**src/hdl/crprof_pkg.sv**
```systemverilog
// Package for the code range cycle profiler.
// Holds the event and result transaction types and the status codes.
// Depends on nothing; every module of the block uses it.
package crprof_pkg;

  localparam int unsigned StampWidth = 64;
  localparam int unsigned CountWidth = 32;

  localparam logic [StampWidth-1:0] StampAllOnes = {StampWidth{1'b1}};
  localparam logic [CountWidth-1:0] CountAllOnes = {CountWidth{1'b1}};
  localparam logic [CountWidth-1:0] CountOne     = {{(CountWidth-1){1'b0}}, 1'b1};

  // Event kinds.
  typedef enum logic {
    CMD_START = 1'b0,
    CMD_END   = 1'b1
  } command_t;

  // Per-event status codes.
  typedef enum logic [1:0] {
    ST_OK            = 2'd0,
    ST_START_DROPPED = 2'd1,
    ST_END_DROPPED   = 2'd2
  } status_t;

  // One input transaction.
  typedef struct packed {
    command_t              command;
    logic [StampWidth-1:0] cycle_stamp;
  } event_t;

  // One result transaction.
  typedef struct packed {
    status_t               status;
    logic [CountWidth-1:0] iterations_done;
    logic [StampWidth-1:0] last_duration;
    logic [StampWidth-1:0] total_cycles;
    logic                  total_wrapped;
    logic [StampWidth-1:0] shortest_duration;
    logic [StampWidth-1:0] shortest_start;
    logic [CountWidth-1:0] shortest_index;
    logic [StampWidth-1:0] longest_duration;
    logic [StampWidth-1:0] longest_start;
    logic [CountWidth-1:0] longest_index;
  } result_t;

endpackage

```
**src/hdl/code_range_cycle_profiler.sv**
```systemverilog
// Top level of the code range cycle profiler.
// Registers each event, updates the region statistics and presents a result.
// Depends on crprof_pkg for the transaction types and status codes.
//
// Usage:
//   Events enter on in_valid/in_ready/in_data: a start or end command with a
//   64-bit cycle stamp. Each event yields exactly one result transaction on
//   out_valid/out_ready/out_data: a status and the statistics as they stand
//   after that event (iteration count, last duration, wrapping total with a
//   sticky wrap flag, shortest and longest duration with start and index).
//   From acceptance the event waits in the event register while the duration
//   subtract, the min/max compares and the total add are computed; when the
//   result register is free the statistics registers take the update and,
//   with the status register, form the result that raises out_valid.
//   Throughput is one event per cycle while out_ready is high; the statistics
//   update sets the rate, and the next event sees the state the previous one left.
//   When the receiver stalls, the result holds and the event register can
//   still take one more event; after that in_ready drops until out_ready.
//   Reset clears both valid flags, closes any open region and returns all
//   statistics to their idle values (shortest duration to all ones).
module code_range_cycle_profiler (
  input  logic                clk,
  input  logic                rst,
  input  logic                in_valid,
  output logic                in_ready,
  input  crprof_pkg::event_t  in_data,
  output logic                out_valid,
  input  logic                out_ready,
  output crprof_pkg::result_t out_data
);

  // Event register.
  logic               ev_valid;
  crprof_pkg::event_t ev;

  // Profiling state.
  logic                              region_open;
  logic [crprof_pkg::StampWidth-1:0] open_start;
  logic [crprof_pkg::CountWidth-1:0] count_reg;
  logic [crprof_pkg::StampWidth-1:0] sum_reg;
  logic                              sum_wrapped_reg;
  logic [crprof_pkg::StampWidth-1:0] min_reg;
  logic [crprof_pkg::StampWidth-1:0] min_start_reg;
  logic [crprof_pkg::CountWidth-1:0] min_index_reg;
  logic [crprof_pkg::StampWidth-1:0] max_reg;
  logic [crprof_pkg::StampWidth-1:0] max_start_reg;
  logic [crprof_pkg::CountWidth-1:0] max_index_reg;
  logic [crprof_pkg::StampWidth-1:0] last_reg;
  crprof_pkg::status_t               status_reg;

  // Update datapath.
  logic                              advance;
  logic                              ev_fire;
  logic                              do_open;
  logic                              do_close;
  crprof_pkg::status_t               status_next;
  logic [crprof_pkg::StampWidth-1:0] duration;
  logic [crprof_pkg::CountWidth-1:0] count_next;
  logic [crprof_pkg::StampWidth:0]   sum_ext;

  // Handshake: the result register frees when empty or taken.
  assign advance  = !out_valid || out_ready;
  assign ev_fire  = ev_valid && advance;
  assign in_ready = !ev_valid || advance;

  // Event register load.
  always_ff @(posedge clk) begin
    if (rst) begin
      ev_valid <= 1'b0;
    end else if (in_ready) begin
      ev_valid <= in_valid;
    end
    if (in_valid && in_ready) begin
      ev <= in_data;
    end
  end

  // Decode the event against the open flag.
  always_comb begin
    do_open     = 1'b0;
    do_close    = 1'b0;
    status_next = crprof_pkg::ST_OK;
    unique case (ev.command)
      crprof_pkg::CMD_START: begin
        if (region_open) begin
          status_next = crprof_pkg::ST_START_DROPPED;
        end else begin
          do_open = 1'b1;
        end
      end
      crprof_pkg::CMD_END: begin
        if (region_open) begin
          do_close = 1'b1;
        end else begin
          status_next = crprof_pkg::ST_END_DROPPED;
        end
      end
      default: status_next = crprof_pkg::ST_OK;
    endcase
  end

  // Duration modulo 2^64, saturating count and wrapping total with carry.
  assign duration   = ev.cycle_stamp - open_start;
  assign count_next = (count_reg == crprof_pkg::CountAllOnes) ? count_reg
                                                              : count_reg + crprof_pkg::CountOne;
  assign sum_ext    = {1'b0, sum_reg} + {1'b0, duration};

  // Statistics and status registers, written once per processed event.
  always_ff @(posedge clk) begin
    if (rst) begin
      out_valid       <= 1'b0;
      status_reg      <= crprof_pkg::ST_OK;
      region_open     <= 1'b0;
      open_start      <= '0;
      count_reg       <= '0;
      sum_reg         <= '0;
      sum_wrapped_reg <= 1'b0;
      min_reg         <= crprof_pkg::StampAllOnes;
      min_start_reg   <= '0;
      min_index_reg   <= '0;
      max_reg         <= '0;
      max_start_reg   <= '0;
      max_index_reg   <= '0;
      last_reg        <= '0;
    end else if (advance) begin
      out_valid <= ev_valid;
      if (ev_fire) begin
        status_reg <= status_next;
        if (do_open) begin
          region_open <= 1'b1;
          open_start  <= ev.cycle_stamp;
        end
        if (do_close) begin
          region_open <= 1'b0;
          count_reg   <= count_next;
          last_reg    <= duration;
          sum_reg     <= sum_ext[crprof_pkg::StampWidth-1:0];
          if (sum_ext[crprof_pkg::StampWidth]) begin
            sum_wrapped_reg <= 1'b1;
          end
          if (duration < min_reg) begin
            min_reg       <= duration;
            min_start_reg <= open_start;
            min_index_reg <= count_next;
          end
          if (duration > max_reg) begin
            max_reg       <= duration;
            max_start_reg <= open_start;
            max_index_reg <= count_next;
          end
        end
      end
    end
  end

  // The result is read straight from the state; it only moves on advance.
  always_comb begin
    out_data.status            = status_reg;
    out_data.iterations_done   = count_reg;
    out_data.last_duration     = last_reg;
    out_data.total_cycles      = sum_reg;
    out_data.total_wrapped     = sum_wrapped_reg;
    out_data.shortest_duration = min_reg;
    out_data.shortest_start    = min_start_reg;
    out_data.shortest_index    = min_index_reg;
    out_data.longest_duration  = max_reg;
    out_data.longest_start     = max_start_reg;
    out_data.longest_index     = max_index_reg;
  end

`ifndef SYNTHESIS
  // A receiver that takes every result never stalls the input side.
  a_ready_follows: assert property (@(posedge clk) disable iff (rst)
    out_ready |-> in_ready)
    else $error("in_ready low while out_ready high");

  // Once an iteration has closed, the shortest never exceeds the longest.
  a_min_le_max: assert property (@(posedge clk) disable iff (rst)
    (count_reg != '0) |-> (min_reg <= max_reg))
    else $error("shortest duration above longest duration");

  // The wrap flag is sticky.
  a_wrap_sticky: assert property (@(posedge clk) disable iff (rst)
    sum_wrapped_reg |=> sum_wrapped_reg)
    else $error("total wrap flag cleared");

  // A dropped event leaves the iteration count unchanged.
  a_drop_keeps_count: assert property (@(posedge clk) disable iff (rst)
    (ev_fire && (status_next != crprof_pkg::ST_OK)) |=> $stable(count_reg))
    else $error("dropped event changed the iteration count");
`endif

endmodule
```
**config.mk**
```make
export PLATFORM = sky130hd
export DESIGN_NAME = code_range_cycle_profiler
export DESIGN_NICKNAME = d
export VERILOG_FILES = /design/src/hdl/crprof_pkg.sv /design/src/hdl/code_range_cycle_profiler.sv
export SDC_FILE = /design/constraint.sdc
export NUM_CORES = 1
export LEC_CHECK = 0
export BUFFER_PORTS_ARGS = -buffer_cell sky130_fd_sc_hd__buf_2
export CORE_MARGIN = 5
export CORE_UTILIZATION = 55
export DETAILED_ROUTE_END_ITERATION = 16
export PLACE_DENSITY = 0.8
export REMOVE_ABC_BUFFERS = 1
export SYNTH_ARGS = -nofsm -noshare
export SYNTH_HDL_FRONTEND = slang
export SYNTH_SLANG_ARGS = --single-unit
```
**constraint.sdc**
```tcl
create_clock -name clk -period 7.5 [get_ports clk]
set_input_delay 0.375 -clock clk [delete_from_list [all_inputs] [get_ports clk]]
set_output_delay 0.375 -clock clk [all_outputs]
set_load 0.05 [all_outputs]
```
After elaboration in Yosys (flattened, before gate mapping)
Cells that the tools add are included.

Add/subtract/negate cells: 3. $lt $le $gt $ge: 2. Equal/unequal tests: 1. Multiplexer cells: 10. Bitwise logic cells: 1. Reduce and logical (&&, ||, !) cells: 14.

Operators with widths (number): adder 64 x 64 -> 65 bit (1); > comparator 64 bit (1); less-than comparator 64 bit (1); subtractor 64 bit (1); adder 32 x 1 -> 32 bit (second input constant) (1); == test 32 bit (second input constant) (1); two-way mux 32 bit (1); AND reduction 4 bit (3); AND reduction 3 bit (3); two-way mux 1 bit (7); one-hot mux 2 bit (2 select lines) (1); logical AND 1 bit (2); logical NOT 1 bit (2); logical OR 1 bit (2); two-way mux 2 bit (1); AND reduction 2 bit (1); nonzero test 2 bit (1); inverter 1 bit (1).

Register bits after elaboration: 615. Input bits: 69. Output and inout bits: 485. Word-level logic and storage cells: 48.

Longest topological paths before layout
Word-level depth: 4. Depth in mapped cells: 27. Depth with buffers taken out: 26.

Worst setup path before layout
Ideal clock, no wire load.

Kind: register -> register. Start: reg ev[0] in the netlist's numbering. End: reg max_reg[36] in the netlist's numbering. Setup time: 0.128 ns. Data arrival time: 5.429 ns. Data required time: 7.372 ns. Setup slack: 1.943 ns. Stages on the path, launching flop included: 26. Buffers on the path: 2. Clock period less this slack: 5.557 ns. Cell sequence: edfxtp_1 inv_1 ha_1 inv_1 fa_1 a21oi_1 o21ai_0 a31o_2 a31oi_2 o211ai_2 nor4b_4 o311ai_4 a211oi_2 and3_4 or3_1 and2_1 ha_1 nand4_1 nor4_1 a211oi_1 a21oi_1 nor2b_1 clkbuf_1 buf_1 mux2i_1 nor2_1.

Cells in the longest elaborated chain, start to end: 3.

Ends and longest elaborated chain: start, declared (line code_range_cycle_profiler.sv:34) `crprof_pkg::event_t ev;`; start signal, assigned (line code_range_cycle_profiler.sv:74) `ev <= in_data;`; subtractor 64 bit (line code_range_cycle_profiler.sv:103) `assign duration = ev.cycle_stamp - open_start;`; named net duration (one bit) (line code_range_cycle_profiler.sv:57) `logic [crprof_pkg::StampWidth-1:0] duration;`; > comparator 64 bit (line code_range_cycle_profiler.sv:146) `if (duration > max_reg) begin`; AND reduction 4 bit (no line); end signal, assigned (line code_range_cycle_profiler.sv:147) `max_reg <= duration;`; end, declared (line code_range_cycle_profiler.sv:45) `logic [crprof_pkg::StampWidth-1:0] max_reg;`.

The timed path passes the listed nets, and every way through them passes these cells. A chain may end at the register's enable or synchronous reset.

Final worst setup path
Start: reg open_start[16] in the netlist's numbering. End: reg max_start_reg[2] in the netlist's numbering.

Cells in the longest elaborated chain, start to end: 3.

Ends and longest elaborated chain: start, declared (line code_range_cycle_profiler.sv:38) `logic [crprof_pkg::StampWidth-1:0] open_start;`; start signal, assigned (line code_range_cycle_profiler.sv:131) `open_start <= ev.cycle_stamp;`; subtractor 64 bit (line code_range_cycle_profiler.sv:103); named net duration (one bit) (line code_range_cycle_profiler.sv:57); > comparator 64 bit (line code_range_cycle_profiler.sv:146); AND reduction 4 bit (no line); end signal, assigned (line code_range_cycle_profiler.sv:148) `max_start_reg <= open_start;`; end, declared (line code_range_cycle_profiler.sv:46) `logic [crprof_pkg::StampWidth-1:0] max_start_reg;`.

The timed path passes the listed nets, and every way through them passes these cells.

==> run_results.csv <==
group,metric,value,unit
run_status,outcome,"completed",
clocking,cts-root-buf,"clkbuf_16",
synth,async_reset_ff_frac,0,
grt,grt_pass1_vias,28644,
placement,dp_hpwl,77300,microns
critical_path,slowest_delay,0.65,ns
grt,grt-ovfl-total,0,
grt,grt_usage,0.3156,
synth,avgSynthCellArea,8.305,sq um
critical_path,worstPathRequired,7.96,ns
clocking,clkTransAtPathRegs,0.06,ns
synth,ys_seq_area_frac,0.4025,
drt,post_drt_wl_per_cell,20.20,microns
timing,fin_skew,0.02896,ns
final_layout,largest_reg_flops,65,
critical_path,path_max_fanout,19,
critical_path,worst-path-buf-inv,2,
min_path,min_path_type,"in2reg",
final_layout,final_area,38710,sq um
final_layout,drive_gt1_frac,0.1710,
power,p_clk_frac,0.413,
die,rows,88,
timing,rsz0062_at_grt,"false",
die,die_area,63500,sq um
synth,synthFlopType,"dfxtp_1",
synth,synth.most_common_cell,"nand2_1",
timing,tightest_slew,1.167,ns
placement,gp_congestion,0.9731,
clocking,cts_tree,"done",
power,combPwrFrac,0.178,
clocking,clockBufferDepth,3,
critical_path,worst_path_dominant_cell_family,"compound AO/OA/AOI/OAI gates",
grt,grt_pass1_wl,161900,microns
synth,synth_common_cells,"nand2_1 (672), dfxtp_1 (550), a21oi_1 (431), nor2_1 (340), ha_1 (259)",
synth,postSynthCellCount,3878,
power,intPower,0.005952,W
drt,antenna_left,0,
synth,syn-cell-area,32210,sq um
synth,synth_edf_count,65,
grt,grt_antenna_before_repair,6,
final_layout,final_core_util,0.6697,
timing,fin_crit_sh,0.9360,
die,ios,554,
timing,drv_slew,0,
drt,dr.first_iter.drc_count,2589,
critical_path,cp_cell_sequence,"inv_1 -> ha_1 -> nand4_2 -> nor2_1 -> o2111ai_1 -> nand3_1 -> a31oi_1 -> o21ai_1 -> a41oi_1 -> o311ai_0 -> a21oi_1 -> xnor2_1 -> ha_1 -> a21o_1 -> a21oi_1 -> o21ai_0 -> a211oi_1 -> nor4b_1 -> nand2b_4 -> buf_4 -> mux2i_1 -> nor2_1",
grt,grt_max_degree,211,
drt,viasPerCell,5.823,
clocking,htree_levels,3,
synth,yosysTopAreaCell,"dfxtp_1",
critical_path,arrival,7.48,ns
synth,synth_area_leaders,"dfxtp_1 (34%), ha_1 (10%), nand2_1 (7.8%)",
timing,hold_viol,0,
critical_path,slowest_stage,"xnor2_1",
job,cap_violations,0,
die,die_h,252.0,microns
power,cellPowerDensity,217.3,nW/um^2
final_layout,area_delta_synth_final,20.21,%
timing,clock.fmax,142.4,MHz
timing,maxSlewHeadroom,0.2222,
critical_path,worstSetupEndpointType,"flip-flop",
synth,ys_types,79,
die,start_util,0.5571,
drt,num_vias,30459,
power,vdd_drop_max,222.6,uV
power,power.share.sequential,0.409,
power,p_leak,17.08,nW
synth,yosysWarnings,0,
critical_path,critPathLaunchType,"flip-flop",
placement,portBuffers,553,
final_layout,top_register,"ev",
timing,period_needed,7.020,ns
final_layout,layout.nets,4739,
drt,first_pass_iters,8,
power,p_switching,0.002460,W
critical_path,criticalPathCategory,"reg2reg",
drt,drt_wl_total,105700,microns
placement,placed_area,35720,sq um
timing,fin_setup_tns,0,ns
die,coreArea,57810,sq um
drt,drc,0,
clocking,clkSinkCount,615,
power,power,0.008412,W
clocking,numCtsBuffers,67,
timing,setup_viol,0,
power,swShare,0.2925,
die,dieWidth,252.0,microns
synth,synth_top_area_frac,0.3419,
clocking,clk_latency,0.62,ns
synth,synth-seq-cells,615,
## worst reg2reg max path: stages, from the launching register on
cell	delay [ns]
dfxtp_1	0.41
inv_1	0.08
ha_1	0.44
nand4_2	0.24
nor2_1	0.22
o2111ai_1	0.15
nand3_1	0.22
a31oi_1	0.21
o21ai_1	0.31
a41oi_1	0.27
o311ai_0	0.44
a21oi_1	0.15
xnor2_1	0.65
ha_1	0.38
a21o_1	0.16
a21oi_1	0.13
o21ai_0	0.12
a211oi_1	0.44
nor4b_1	0.60
nand2b_4	0.47
buf_4	0.42
mux2i_1	0.30
nor2_1	0.07
## cell families after synthesis
logic type	count (synthesis)	synth area share
AO/OA/AOI/OAI	952	0.1847
buffers and inverters	463	0.05486
adder cells (fa/ha/maj)	261	0.1019
AND/OR/NAND/NOR	1294	0.1717
XOR/XNOR	171	0.04650
flip-flops	615	0.4025
multiplexers	122	0.03792
## per-stage QoR
| step | hold slack, ns | cells | setup WS (ns) |
|---|---|---|---|
| after global routing | 0.1105 | 5231 | 0.1017 |
| after floorplan | 0.4441 | 3654 | -3.793 |
| after CTS | 0.04111 | 5226 | 0.5971 |
| after global placement | 0.4395 | 5039 | 0.8543 |
| final | 0.08648 | 5231 | 0.4798 |
| after detailed placement | 0.4441 | 5039 | 0.6734 |
## what timing repair did
item,4_1_cts,5_1_grt
hold endpoints to repair,66,0
hold buffers,66,0
gates resized for setup,0,0
buffers inserted,0,0
## final timing paths
path / slack (ns) / endpoint / startpoint / depth (start not counted)
worst max-delay path: 0.48 / max_start_reg[2]$_SDFFE_PP0P_ / open_start[16]$_SDFFE_PP0P_ / 22
worst min-delay path: 0.09 / out_valid$_SDFFE_PP0N_ / out_ready / 4
worst min register to register: 0.45 / last_reg[42]$_SDFFE_PP0P_ / last_reg[42]$_SDFFE_PP0P_ / 2
worst max register to register: 0.48 / max_start_reg[2]$_SDFFE_PP0P_ / open_start[16]$_SDFFE_PP0P_ / 22
## power groups by stage
stage	sequential, W	combinational (W)	clock, W
after floorplan	0.00359	0.000855	0
after global placement	0.00351	0.00141	0
after detailed placement	0.00351	0.00143	0
after CTS	0.00344	0.00147	0.00351
after global routing	0.00344	0.00164	0.00365
final	0.00344	0.00150	0.00347
## final cells by class
type	instances	area, sq um
antenna	5	12.51
clock buffer	95	1922
clock inverter	26	395.4
fill	4744	19090
inverter	239	897.1
multi-input combinational	2800	17530
sequential	615	12960
tap	765	957.2
timing repair buffer	686	4041
## placed cells by master (no fill, tap or decap), types with 7 or more instances in the layout
cell	count
or3_1	16
a211oi_1	86
bufinv_16	7
o21ai_1	7
o21bai_1	32
buf_4	59
clkbuf_8	14
nor2b_1	19
a31oi_1	19
o21a_1	19
dfxtp_1	550
nand3_1	64
nor4_1	12
and3_1	14
mux2i_1	122
and4_1	8
dlygate4sd3_1	66
nor3_1	30
xnor2_1	87
buf_12	8
ha_1	259
nor2_1	340
o21ai_0	96
a21o_1	98
edfxtp_1	65
inv_1	238
clkbuf_1	14
o31ai_1	10
clkbuf_16	67
buf_2	552
a31o_2	8
xor2_1	84
nand4_1	77
o211ai_1	66
nand2_1	670
a211o_1	8
a21oi_1	430
and2_1	12
## layer usage
| metal | up-vias | wire length (microns) | share of wire | track usage |
|---|---|---|---|---|
| met1 | 14254 | 44200 | 0.42 | 0.4242 |
| li1 | 14501 | - | - | - |
| met3 | 299 | 9445 | 0.089 | 0.06628 |
| met5 | - | 0 | 0 | 0 |
| met2 | 1405 | 46570 | 0.44 | 0.4894 |
| met4 | 0 | 5467 | 0.052 | 0.1475 |
Power figures use the tool's default switching activity.
